[src/rtl/core/sclau_pkg.sv]
package sclau_pkg;

  localparam int STORE_BYTES = 64;
  localparam int ADDR_W      = $clog2(STORE_BYTES);
  localparam int CAP_W       = 7;
  localparam int LEN_W       = 6;
  localparam int BYTE_W      = 8;
  localparam int QDEPTH      = 4;
  localparam int QPTR_W      = $clog2(QDEPTH);

  localparam logic [BYTE_W-1:0] CHAR_CR = 8'd13;
  localparam logic [BYTE_W-1:0] CHAR_LF = 8'd10;

  localparam logic [CAP_W-1:0] CAP_RESET = 7'd64;

  localparam logic [2:0] REG_LINE_CAPACITY = 3'd0;

  typedef struct packed {
    logic              term;
    logic [BYTE_W-1:0] ch;
  } cmd_t;

endpackage

[src/rtl/core/sclau_front.sv]
module sclau_front (
  input  logic                       clk,
  input  logic                       rst_n,
  input  logic                       in_tvalid,
  output logic                       in_tready,
  input  logic [sclau_pkg::BYTE_W-1:0] in_byte,
  output logic                       push,
  output sclau_pkg::cmd_t            push_cmd,
  input  logic                       push_ready
);

  logic            slot_v_r;
  logic            slot_v_nxt;
  sclau_pkg::cmd_t slot_r;
  sclau_pkg::cmd_t slot_nxt;
  logic            accept;

  assign push      = slot_v_r;
  assign push_cmd  = slot_r;
  assign in_tready = !slot_v_r || push_ready;
  assign accept    = in_tvalid && in_tready;

  always_comb begin
    slot_v_nxt = slot_v_r && !push_ready;
    slot_nxt   = slot_r;
    if (accept) begin
      slot_v_nxt    = 1'b1;
      slot_nxt.ch   = in_byte;
      slot_nxt.term = (in_byte == sclau_pkg::CHAR_CR) || (in_byte == sclau_pkg::CHAR_LF);
    end
  end

  always_ff @(posedge clk) begin
    if (!rst_n) begin
      slot_v_r <= 1'b0;
    end else begin
      slot_v_r <= slot_v_nxt;
    end
    slot_r <= slot_nxt;
  end

endmodule

[src/rtl/core/sclau_cmdq.sv]
module sclau_cmdq (
  input  logic            clk,
  input  logic            rst_n,
  input  logic            push,
  input  sclau_pkg::cmd_t push_cmd,
  output logic            push_ready,
  input  logic            pop,
  output logic            pop_valid,
  output sclau_pkg::cmd_t pop_cmd
);

  sclau_pkg::cmd_t                entry_r [sclau_pkg::QDEPTH];
  logic [sclau_pkg::QPTR_W-1:0]   wr_ptr_r;
  logic [sclau_pkg::QPTR_W-1:0]   wr_ptr_nxt;
  logic [sclau_pkg::QPTR_W-1:0]   rd_ptr_r;
  logic [sclau_pkg::QPTR_W-1:0]   rd_ptr_nxt;
  logic [sclau_pkg::QPTR_W:0]     fill_r;
  logic [sclau_pkg::QPTR_W:0]     fill_nxt;
  logic                           do_push;
  logic                           do_pop;

  assign push_ready = (fill_r != (sclau_pkg::QPTR_W+1)'(sclau_pkg::QDEPTH));
  assign pop_valid  = (fill_r != '0);
  assign pop_cmd    = entry_r[rd_ptr_r];
  assign do_push    = push && push_ready;
  assign do_pop     = pop && pop_valid;

  always_comb begin
    wr_ptr_nxt = do_push ? wr_ptr_r + 1'b1 : wr_ptr_r;
    rd_ptr_nxt = do_pop ? rd_ptr_r + 1'b1 : rd_ptr_r;
    fill_nxt   = fill_r;
    if (do_push && !do_pop) begin
      fill_nxt = fill_r + 1'b1;
    end else if (do_pop && !do_push) begin
      fill_nxt = fill_r - 1'b1;
    end
  end

  always_ff @(posedge clk) begin
    if (!rst_n) begin
      wr_ptr_r <= '0;
      rd_ptr_r <= '0;
      fill_r   <= '0;
    end else begin
      wr_ptr_r <= wr_ptr_nxt;
      rd_ptr_r <= rd_ptr_nxt;
      fill_r   <= fill_nxt;
    end
    if (do_push) begin
      entry_r[wr_ptr_r] <= push_cmd;
    end
  end

endmodule

[src/rtl/core/sclau_back.sv]
module sclau_back (
  input  logic                          clk,
  input  logic                          rst_n,
  input  logic [sclau_pkg::CAP_W-1:0]   line_capacity,
  input  logic                          cmd_valid,
  input  sclau_pkg::cmd_t               cmd,
  output logic                          cmd_pop,
  output logic                          out_valid,
  input  logic                          out_ready,
  output logic [sclau_pkg::BYTE_W-1:0]  out_byte,
  output logic [sclau_pkg::LEN_W-1:0]   out_len,
  output logic                          out_last
);

  localparam int CMP_W = ((sclau_pkg::ADDR_W > sclau_pkg::CAP_W) ?
                          sclau_pkg::ADDR_W : sclau_pkg::CAP_W) + 1;
  localparam logic [sclau_pkg::ADDR_W-1:0] HELD_MAX =
    sclau_pkg::ADDR_W'(sclau_pkg::STORE_BYTES - 1);

  typedef enum logic {ST_IDLE, ST_DRAIN} state_t;

  state_t                          state_r, state_nxt;
  logic [sclau_pkg::ADDR_W-1:0]    held_r, held_nxt;
  logic [sclau_pkg::ADDR_W-1:0]    len_r, len_nxt;
  logic [sclau_pkg::ADDR_W-1:0]    idx_r, idx_nxt;
  logic                            out_valid_r, out_valid_nxt;
  logic [sclau_pkg::BYTE_W-1:0]    out_byte_r, out_byte_nxt;
  logic [sclau_pkg::LEN_W-1:0]     out_len_r, out_len_nxt;
  logic                            out_last_r, out_last_nxt;

  logic [sclau_pkg::BYTE_W-1:0]    store_r [sclau_pkg::STORE_BYTES];
  logic [sclau_pkg::BYTE_W-1:0]    rd_data_r;
  logic                            rd_en;
  logic [sclau_pkg::ADDR_W-1:0]    rd_addr;
  logic                            wr_en;

  logic [CMP_W-1:0]                held_ext;
  logic [CMP_W-1:0]                cap_ext;
  logic [sclau_pkg::ADDR_W-1:0]    cut_len;
  logic                            load;
  logic                            at_last;

  assign cmd_pop   = (state_r == ST_IDLE) && cmd_valid;
  assign out_valid = out_valid_r;
  assign out_byte  = out_byte_r;
  assign out_len   = out_len_r;
  assign out_last  = out_last_r;
  assign load      = (state_r == ST_DRAIN) && (!out_valid_r || out_ready);
  assign at_last   = (idx_r == len_r - sclau_pkg::ADDR_W'(1));

  always_comb begin
    held_ext = CMP_W'(held_r);
    cap_ext  = CMP_W'(line_capacity);
    if (cap_ext < CMP_W'(2)) begin
      cut_len = '0;
    end else if (held_ext > cap_ext - CMP_W'(1)) begin
      cut_len = sclau_pkg::ADDR_W'(cap_ext - CMP_W'(1));
    end else begin
      cut_len = held_r;
    end
  end

  always_comb begin
    state_nxt     = state_r;
    held_nxt      = held_r;
    len_nxt       = len_r;
    idx_nxt       = idx_r;
    out_valid_nxt = out_valid_r && !out_ready;
    out_byte_nxt  = out_byte_r;
    out_len_nxt   = out_len_r;
    out_last_nxt  = out_last_r;
    rd_en         = 1'b0;
    rd_addr       = '0;
    wr_en         = 1'b0;
    if (cmd_pop) begin
      if (cmd.term) begin
        if (held_r != '0) begin
          held_nxt = '0;
          len_nxt  = cut_len;
          if (cut_len != '0) begin
            state_nxt = ST_DRAIN;
            idx_nxt   = '0;
            rd_en     = 1'b1;
          end
        end
      end else if (held_r != HELD_MAX) begin
        wr_en    = 1'b1;
        held_nxt = held_r + 1'b1;
      end
    end
    if (load) begin
      out_valid_nxt = 1'b1;
      out_byte_nxt  = rd_data_r;
      out_len_nxt   = sclau_pkg::LEN_W'(len_r);
      out_last_nxt  = at_last;
      if (at_last) begin
        state_nxt = ST_IDLE;
      end else begin
        idx_nxt = idx_r + 1'b1;
        rd_en   = 1'b1;
        rd_addr = idx_r + 1'b1;
      end
    end
  end

  always_ff @(posedge clk) begin
    if (!rst_n) begin
      state_r     <= ST_IDLE;
      held_r      <= '0;
      out_valid_r <= 1'b0;
    end else begin
      state_r     <= state_nxt;
      held_r      <= held_nxt;
      out_valid_r <= out_valid_nxt;
    end
    len_r      <= len_nxt;
    idx_r      <= idx_nxt;
    out_byte_r <= out_byte_nxt;
    out_len_r  <= out_len_nxt;
    out_last_r <= out_last_nxt;
  end

  always_ff @(posedge clk) begin
    if (wr_en) begin
      store_r[held_r] <= cmd.ch;
    end
    if (rd_en) begin
      rd_data_r <= store_r[rd_addr];
    end
  end

  a_held_bound: assert property (@(posedge clk) disable iff (!rst_n)
    held_r <= HELD_MAX)
    else $error("held count beyond store capacity");

  a_drain_idx: assert property (@(posedge clk) disable iff (!rst_n)
    (state_r == ST_DRAIN) |-> (idx_r < len_r))
    else $error("drain index past line length");

  a_drain_empty: assert property (@(posedge clk) disable iff (!rst_n)
    (state_r == ST_DRAIN) |-> (held_r == '0))
    else $error("bytes held while a line drains");

  a_last_ends: assert property (@(posedge clk) disable iff (!rst_n)
    (load && at_last) |=> (state_r == ST_IDLE && out_valid_r && out_last_r))
    else $error("drain did not finish on the last item");

endmodule

[src/rtl/core/serial_command_line_assembler_unit.sv]
// Command line assembler for a received byte stream.
// The in_ channel carries one received byte per item. Ordinary bytes are
// held in a 64-byte line store, up to 63 of them; later bytes of an
// over-long line are dropped. A CR or LF item ends the line: an empty line
// gives nothing, otherwise the held bytes leave on the out_ channel, one
// item per byte, cut to line_capacity minus one bytes, each tagged with the
// line length and with tlast on the final byte.
// Input items are taken one per cycle while the four-entry command queue
// has room. A line drains at one item per cycle while out_tready is high,
// from the single read port of the line store; out_tvalid first rises once
// the terminator has passed the front slot, the command queue, the store
// read register and the output register. While a line drains the queue
// fills and the input stalls. When the receiver holds out_tready low the
// drain waits in place and no item is lost. Reset empties the queue, clears
// the held count and sets line_capacity to 64; no clearing pass is needed.
// line_capacity is written over the APB-style cfg_ port at addresses 0 to 3.
module serial_command_line_assembler_unit (
  input  logic        clk,
  input  logic        rst_n,
  input  logic        in_tvalid,
  output logic        in_tready,
  input  logic [7:0]  in_tdata,   // [7:0] in_byte
  output logic        out_tvalid,
  input  logic        out_tready,
  output logic [15:0] out_tdata,  // [7:0] out_byte, [13:8] line_length, [15:14] zero
  output logic        out_tlast,
  input  logic        cfg_psel,
  input  logic        cfg_penable,
  input  logic        cfg_pwrite,
  input  logic [2:0]  cfg_paddr,
  input  logic [31:0] cfg_pwdata,
  output logic [31:0] cfg_prdata,
  output logic        cfg_pready
);

  logic [sclau_pkg::CAP_W-1:0]  cap_r;
  logic [sclau_pkg::CAP_W-1:0]  cap_nxt;
  logic                         cfg_wr;
  logic                         cfg_sel0;

  logic                         q_push;
  sclau_pkg::cmd_t              q_push_cmd;
  logic                         q_push_ready;
  logic                         q_pop;
  logic                         q_valid;
  sclau_pkg::cmd_t              q_cmd;

  logic [sclau_pkg::BYTE_W-1:0] res_byte;
  logic [sclau_pkg::LEN_W-1:0]  res_len;

  assign cfg_pready = 1'b1;
  assign cfg_sel0   = ({cfg_paddr[2], 2'b00} == sclau_pkg::REG_LINE_CAPACITY);
  assign cfg_wr     = cfg_psel && cfg_penable && cfg_pwrite && cfg_pready;
  assign cfg_prdata = cfg_sel0 ? {25'd0, cap_r} : 32'd0;

  always_comb begin
    cap_nxt = cap_r;
    if (cfg_wr && cfg_sel0) begin
      cap_nxt = cfg_pwdata[sclau_pkg::CAP_W-1:0];
    end
  end

  always_ff @(posedge clk) begin
    if (!rst_n) begin
      cap_r <= sclau_pkg::CAP_RESET;
    end else begin
      cap_r <= cap_nxt;
    end
  end

  sclau_front u_front (
    .clk        (clk),
    .rst_n      (rst_n),
    .in_tvalid  (in_tvalid),
    .in_tready  (in_tready),
    .in_byte    (in_tdata),
    .push       (q_push),
    .push_cmd   (q_push_cmd),
    .push_ready (q_push_ready)
  );

  sclau_cmdq u_cmdq (
    .clk        (clk),
    .rst_n      (rst_n),
    .push       (q_push),
    .push_cmd   (q_push_cmd),
    .push_ready (q_push_ready),
    .pop        (q_pop),
    .pop_valid  (q_valid),
    .pop_cmd    (q_cmd)
  );

  sclau_back u_back (
    .clk           (clk),
    .rst_n         (rst_n),
    .line_capacity (cap_r),
    .cmd_valid     (q_valid),
    .cmd           (q_cmd),
    .cmd_pop       (q_pop),
    .out_valid     (out_tvalid),
    .out_ready     (out_tready),
    .out_byte      (res_byte),
    .out_len       (res_len),
    .out_last      (out_tlast)
  );

  assign out_tdata = {2'b00, res_len, res_byte};

endmodule

[config.mk]
export PLATFORM = sky130hd
export DESIGN_NAME = serial_command_line_assembler_unit
export DESIGN_NICKNAME = d
export VERILOG_FILES = /design/src/rtl/core/sclau_pkg.sv /design/src/rtl/core/sclau_front.sv /design/src/rtl/core/sclau_cmdq.sv /design/src/rtl/core/sclau_back.sv /design/src/rtl/core/serial_command_line_assembler_unit.sv
export SDC_FILE = /design/constraint.sdc
export NUM_CORES = 1
export LEC_CHECK = 0
export BUFFER_PORTS_ARGS = -buffer_cell sky130_fd_sc_hd__buf_2
export CORE_ASPECT_RATIO = 0.7
export CORE_MARGIN = 1
export CORE_UTILIZATION = 56
export DETAILED_ROUTE_END_ITERATION = 8
export PLACE_DENSITY = 0.79
export SLEW_MARGIN = 15
export SYNTH_ARGS = -nofsm -noshare
export SYNTH_HDL_FRONTEND = slang
export SYNTH_HIERARCHICAL = 1
export SYNTH_SLANG_ARGS = --single-unit
export TNS_END_PERCENT = 30
[constraint.sdc]
create_clock -name clk -period 4.99 [get_ports clk]
set_input_delay 0.499 -clock clk [delete_from_list [all_inputs] [get_ports clk]]
set_output_delay 0.499 -clock clk [all_outputs]
set_load 0.005 [all_outputs]
==> results.txt, run 1 <==
largest net degree at the start of global routing: 66
share of layout cells above drive strength 1: 0.151
Slowest-stage cell, CP: o21ai_2
WP buf/inv: 2
CP peak stage delay: 1.02 ns
Die Height: 180 µm
Worst Hold Class: in -> reg
Pre-antenna DRT Iters: 6
commonest non-fill, non-tap cells in the layout: 586 x edfxtp_1, 161 x nor2_1, 110 x nand2_1
Layout Cells excl Fill: 2,351
RSZ-0062 raised after global routing: no
Pins Over Slew Limit: 0
CP Data Required Time: 5.34 ns
EDFF count, synth: 586
Clock transition at path regs: 0.07 ns
final wirelength: 61,000 µm
Hold Path Origin: in_tdata[3]
CP arrival: 4.45 ns
syn_area_per_cell: 15.3 µm²
Final setup viols: 0
CTS tree: built
vias per cell: 6.46
Max-cap violations: 0
post-DP HPWL: 38,500 µm
Worst-Margin Slew: 1.26 ns
Critical Path End Type: flip-flop
Worst R2R Path Depth: 10
met3 routed WL: 8210 µm
Max VDD drop: 0.000384 V
relative max-transition margin: 0.140
max frequency: 0.244 GHz
leakage power total: 9.03 nW
Met2 Wirelength: 26,700 µm
total number of H-tree levels: 2
grt ovf: 0
PortBufs: 46
postcts setup bufs: 0
kind of critical path: reg -> reg
outcome: finished, final reports clean
Syn. warnings: 6
internal reg-to-reg setup slack: 0.89 ns
row count: 64
initial antenna violation count: 0
Critical Path Source Type: flip-flop
Die Wd: 257 µm
CP cell instances: buf_4, xor2_1, o211ai_1, or2_1, o21ai_2, buf_4, o221ai_1, a21oi_1, nor3_1, a22o_1
hold_buf cts: 0
met1 WL: 24,500 µm
most common cell after layout, fill and taps aside: edfxtp_1
layout net count: 1,779
DR DRC count: 0
GPL Wtd Cong: 0.940
most common flop cell mapped by yosys: edfxtp_1
Num CTS Buffers: 53
Tot GR Track Use: 0.266
core area: 44,300 µm²
Reg-to-Reg End: u_back/rd_data_r[0]$_DFFE_PP_
vias in the first global route: 14,647
Synth Cell Area: 25,400 µm²
cell area power density: 453 nW/µm²
max layer used: met4
Hold Path Depth: 1
Setup Total Neg Slack: 0 ns
Sink Count: 617
antenna viol nets, final: 0
CP most frequent cell: buf_4
FF+latch count, synth: 617
# IOs: 102
R2R Path Start: u_back/idx_r[0]$_DFF_P_
Setup Skew: 0.0183 ns
worst-case hold path end point: u_front/push_cmd[3]$_DFFE_PP_
Starting Density: 0.575
first-pass GRT wire length: 91,500 µm
Syn-to-layout area delta: 10.1%
register area share after synthesis: 0.716
CTS max path bufs: 3
Post-Place Cells: 2,251
DRT iter0 DRCs: 2,378
later-pin clock latency in the skew report: 0.60 ns
# resized after CTS: 0
Final Cycle Share: 0.822
crit path time final: 4.10 ns
final hold violations: 0
CP Max Fanout: 36
wire per inst: 25.9 µm
Die ar.: 46,300 µm²
# diodes: 0
clock tree root buffer cell: clkbuf_16
via count: 15,193
Syn Inst Count: 1,666
Synth cell types: 84
CP delay by family, top: compound AO/OA/AOI/OAI gates
Post-synth ARST share: 0
==> power breakdown <==
part           internal [W]  switching (W)  total (W)
Combinational      0.000746        0.00151    0.00225
Clock               0.00242        0.00183    0.00426
Sequential          0.00610      0.0000890    0.00618
Total               0.00927        0.00343     0.0127
==> how the worst max path moves through the flow <==
stage / from / to / slack, ns / cells after the start
2_1_floorplan: cap_r[0]$_SDFFE_PN0P_ / u_back/rd_data_r[0]$_DFFE_PP_ / 1.81 / 12
3_3_place_gp: u_back/len_r[0]$_DFFE_PP_ / u_back/rd_data_r[7]$_DFFE_PP_ / 1.12 / 11
3_5_place_dp: u_back/idx_r[0]$_DFF_P_ / u_back/rd_data_r[0]$_DFFE_PP_ / 1.10 / 10
4_1_cts: u_back/idx_r[0]$_DFF_P_ / u_back/rd_data_r[0]$_DFFE_PP_ / 1.07 / 10
5_1_grt: u_back/idx_r[1]$_DFF_P_ / u_back/rd_data_r[0]$_DFFE_PP_ / 0.79 / 9
6_report: u_back/idx_r[0]$_DFF_P_ / u_back/rd_data_r[0]$_DFFE_PP_ / 0.89 / 10
==> stage by stage <==
| step | cell area [µm²] | hold WS [ns] | power, W | util | setup slack (ns) |
|---|---|---|---|---|---|
| 2_1_floorplan | 25500 | 0.400 | 0.00777 | - | 1.81 |
| 3_3_place_gp | 26200 | 0.410 | 0.00841 | 0.592 | 1.12 |
| 3_5_place_dp | 26200 | 0.418 | 0.00849 | 0.592 | 1.10 |
| 4_1_cts | 28000 | 0.0821 | 0.0127 | 0.632 | 1.07 |
| 5_1_grt | 28000 | 0.0875 | 0.0131 | 0.632 | 0.795 |
| 6_report | 28000 | 0.103 | 0.0127 | 0.632 | 0.890 |
==> cell families after synthesis <==
| family | share of synthesized area |
|---|---|
| DFF | 0.716 |
| AOI/OAI and AO/OA | 0.0899 |
| muxes | 0.0769 |
| adders and majority gates | 0.00865 |
| other | 0.000295 |
| and+or+nand+nor | 0.0706 |
| buffers and inverters | 0.0297 |
| xor gates and xnor gates | 0.00792 |
==> cell usage after synthesis, types with 25 or more instances <==
cell | n | area (µm²)
a21oi_1 | 54 | 270
buf_2 | 36 | 180
mux4_2 | 31 | 698
inv_1 | 33 | 124
clkbuf_1 | 36 | 135
dfxtp_1 | 31 | 621
nand2_1 | 110 | 413
o22ai_1 | 25 | 156
edfxtp_1 | 586 | 17600
nor2_1 | 161 | 604
o21ai_0 | 53 | 265
buf_4 | 31 | 233
nand3_1 | 36 | 180
mux2i_1 | 92 | 921
mux2_2 | 30 | 338
==> routing by layer <==
layer	vias to the layer above	global-route usage
li1	6532	-
met1	7522	0.394
met2	1011	0.383
met3	128	0.0772
met4	0	0.0764
met5	-	0
==> sequential cells by signal (all words and copies together) (netlist names), named ones only <==
register and cells:
u_cmdq/rd_ptr_r 2, u_cmdq/fill_r 3, u_cmdq/wr_ptr_r 2, u_back/store_r 512, u_back/idx_r 6, u_front/push 1
u_back/len_r 6, u_back/out_valid 1, u_cmdq/entry_r 36, u_back/held_r 6, u_back/out_len 6, u_back/state_r 1
u_back/rd_data_r 8, u_back/out_byte 8, cap_r 7, u_front/push_cmd 9, u_back/out_last 1
==> layout make-up <==
type	instances	area (µm²)
Clock buffer	65	1440
Fill cell	3070	16300
Timing Repair Buffer	82	500
Sequential cell	617	18200
Multi-Input combinational cell	923	6610
Clock inverter	35	363
Inverter	35	131
Tap cell	594	743
==> worst register-to-register path, delay by kind of cell, from the launching register on <==
family                    cells  cell delay (ns)
DFF                           1             0.34
AOI/OAI and AO/OA             5             2.05
xor gates and xnor gates      1             0.21
buffers and inverters         2             0.80
and+or+nand+nor               2             0.46
Power figures use the tool's default switching activity.
==> run 2: changes to the inputs <==
ABC_AREA = 1   (was not set)
PLACE_DENSITY = 0.82   (was 0.79)
clock period = 3.7 ns   (was 4.99 ns; I/O delays follow)
==> run 2 against run 1 <==
Clock skew increased by 0.0035 ns. First-iteration DRC count grew 15%. Area after synthesis increased by 9.3%. Register-to-register slack got worse by 0.70 ns. Global-route usage is 1.2 points higher. Hold slack lost 0.079 ns. Critical path depth unchanged. Fmax grew 17%.
==> results.txt, run 2 <==
Num CTS Buffers: 56
leakage power total: 12.4 nW
Int Pwr: 0.0125 W
Critical Path End Type: flip-flop
Die ar.: 50,600 µm²
Setup Skew: 0.0218 ns
Slowest-stage cell, CP: buf_4
Hold Path Origin: in_tvalid
Syn-to-layout area delta: 10.4%
Place WS: 0.487 ns
CTS tree: built
wire per inst: 20.7 µm
register area share after synthesis: 0.655
CP cell instances: inv_8, buf_12, buf_4, nand4_1, nand3_1, nand3_1, nand3_1, nand3_1, nand3_1, nand2_1
outcome: finished, final reports clean
clock tree root buffer cell: clkbuf_16
Critical Path Source Type: flip-flop
Die Height: 188 µm
Syn. warnings: 6
Final setup viols: 0
vias per cell: 5.92
row count: 67
max reg flops: 512
Fin Hold WS: 0.0236 ns
final wirelength: 70,000 µm
sw power: 0.00574 W
layout net count: 2,756
internal reg-to-reg setup slack: 0.19 ns
Pre-antenna DRT Iters: 6
most common library cells after synthesis: 586 x edfxtp_1, 458 x nand3_1, 406 x inv_1
Max VDD drop: 0.000603 V
relative max-transition margin: 0.0908
first-pass GRT wire length: 108,000 µm
Sw Share: 0.314
crit path time final: 3.51 ns
FF+latch count, synth: 617
cell taking the most area after synthesis: edfxtp_1
core area: 48,500 µm²
Starting Density: 0.574
worst setup path startpoint: u_back/idx_r[0]$_DFF_P_
final hold violations: 0
RSZ-0062 raised after global routing: no
Worst R2R Path Depth: 10
total number of H-tree levels: 2
Reg-to-Reg End: u_back/rd_data_r[5]$_DFFE_PP_
largest net degree at the start of global routing: 250
antenna viol nets, final: 0
CP Data Required Time: 4.05 ns
via count: 20,079
CP most frequent cell: nand3_1
Synth cell types: 40
CP peak stage delay: 0.71 ns
# IOs: 102
Hold Path Depth: 3
setup ws final: 0.190 ns
top cells by area, synth: edfxtp_1 63%, nand3_1 8.2%, inv_1 5.5%
cell area power density: 595 nW/µm²
GPL Wtd Cong: 0.903
Syn Inst Count: 2,639
max frequency: 0.285 GHz
design area: 30,700 µm²
Comb power frac: 0.217
most common flop cell mapped by yosys: edfxtp_1
clock share of power: 0.297
Tot GR Track Use: 0.278
Max-cap violations: 0
share of layout cells above drive strength 1: 0.106
initial antenna violation count: 1
commonest non-fill, non-tap cells in the layout: 586 x edfxtp_1, 458 x nand3_1, 406 x inv_1
cell with the most instances after synthesis: edfxtp_1
largest register by flop count: u_back/store_r
Final Cycle Share: 0.949
DRT iter0 DRCs: 2,732
Setup Total Neg Slack: 0 ns
# diodes: 0
sequential power share: 0.486
Pins Over Slew Limit: 0
later-pin clock latency in the skew report: 0.60 ns
Die Wd: 268 µm
post-synth top area share: 0.633
CP arrival: 3.86 ns
Sink Count: 617
CP Max Fanout: 249
R2R Path Start: u_back/idx_r[0]$_DFF_P_
Worst-Margin Slew: 1.36 ns
Clock transition at path regs: 0.06 ns
Synth Cell Area: 27,800 µm²
grt ovf: 0
Worst Hold Class: in -> reg
PortBufs: 46
most common cell after layout, fill and taps aside: edfxtp_1
kind of critical path: reg -> reg
worst-case hold path end point: u_front/push$_SDFF_PN0_
CTS max path bufs: 3
vias in the first global route: 19,078
EDFF count, synth: 586
syn_area_per_cell: 10.5 µm²
Post-DP Area: 28,900 µm²
Post-synth ARST share: 0
DR DRC count: 0
post-DP HPWL: 40,800 µm
run 2: cell count changes in the layout (fill, tap and decap cells not counted), moves of 92 or more:
cell / previous run / this run
mux2i_1: 92 / 0
nand4_1: 10 / 195
nand2_1: 110 / 259
nand3_1: 36 / 458
nor2_1: 161 / 293
inv_1: 33 / 406
run 2: power groups by stage:
stage / clock network, W / logic [W] / registers, W
floorplan: 0 / 0.00233 / 0.00905
global placement: 0 / 0.00367 / 0.00902
detailed placement: 0 / 0.00383 / 0.00903
CTS: 0.00547 / 0.00387 / 0.00888
global route: 0.00572 / 0.00422 / 0.00890
finish: 0.00542 / 0.00397 / 0.00888
run 2: critical path: cells and delay by family (launching register included):
family,cells,cell delay (ns)
and+or+nand+nor,7,1.01
buffers and inverters,3,1.35
DFF,1,0.43
run 2: worst max path at each step:
stage | slack, ns | to | cells past startpoint
2_1_floorplan | 0.72 | u_back/store_r[0][7]$_DFFE_PP_ | 5
3_3_place_gp | 0.53 | u_back/rd_data_r[4]$_DFFE_PP_ | 18
3_5_place_dp | 0.49 | u_back/rd_data_r[4]$_DFFE_PP_ | 17
4_1_cts | 0.43 | u_back/rd_data_r[4]$_DFFE_PP_ | 17
5_1_grt | 0.11 | u_back/rd_data_r[2]$_DFFE_PP_ | 15
6_report | 0.19 | u_back/rd_data_r[5]$_DFFE_PP_ | 10
run 2: routing by layer:
metal	vias to the layer above	track usage	wire, µm
met3	139	0.0655	9430
met4	0	0.0769	1770
met5	-	0	0
li1	9074	-	-
met2	1305	0.422	31600
met1	9561	0.403	27200
run 2: timing repair:
item / in CTS / in global routing
setup buffers: 0 / 0
hold buffers: 9 / 0
resized for setup: 0 / 0
hold endpoints to repair: 9 / 0
run 2: area by class of cell:
cell class | count | area, µm²
sequential | 617 | 18200
clock inverter | 28 | 156
multi-input combinational | 1450 | 7270
clock buffer | 75 | 1520
inverter | 420 | 1590
timing repair buffer | 144 | 1130
tap | 655 | 820
fill | 3612 | 17800
run 2: per-stage QoR:
stage	instances	power [W]	utilization
after floorplan	2665	0.0114	-
after global placement	3277	0.0127	0.597
after detailed placement	3277	0.0129	0.597
after CTS	3389	0.0182	0.634
after global routing	3389	0.0188	0.634
final	3389	0.0183	0.634
run 2: kinds of logic (layout without fill, tap and decap cells):
| group | Yosys count | in the layout | share of synthesized area |
|---|---|---|---|
| AO/OA/AOI/OAI | 114 | 114 | 0.0215 |
| XOR/XNOR | 10 | 10 | 0.00315 |
| adder cells (fa/ha/maj) | 17 | 17 | 0.00792 |
| buffers and inverters | 598 | 667 | 0.0914 |
| flip-flops | 617 | 617 | 0.655 |
| other | 2 | 28 | 0.000270 |
| AND/OR/NAND/NOR | 1281 | 1281 | 0.221 |
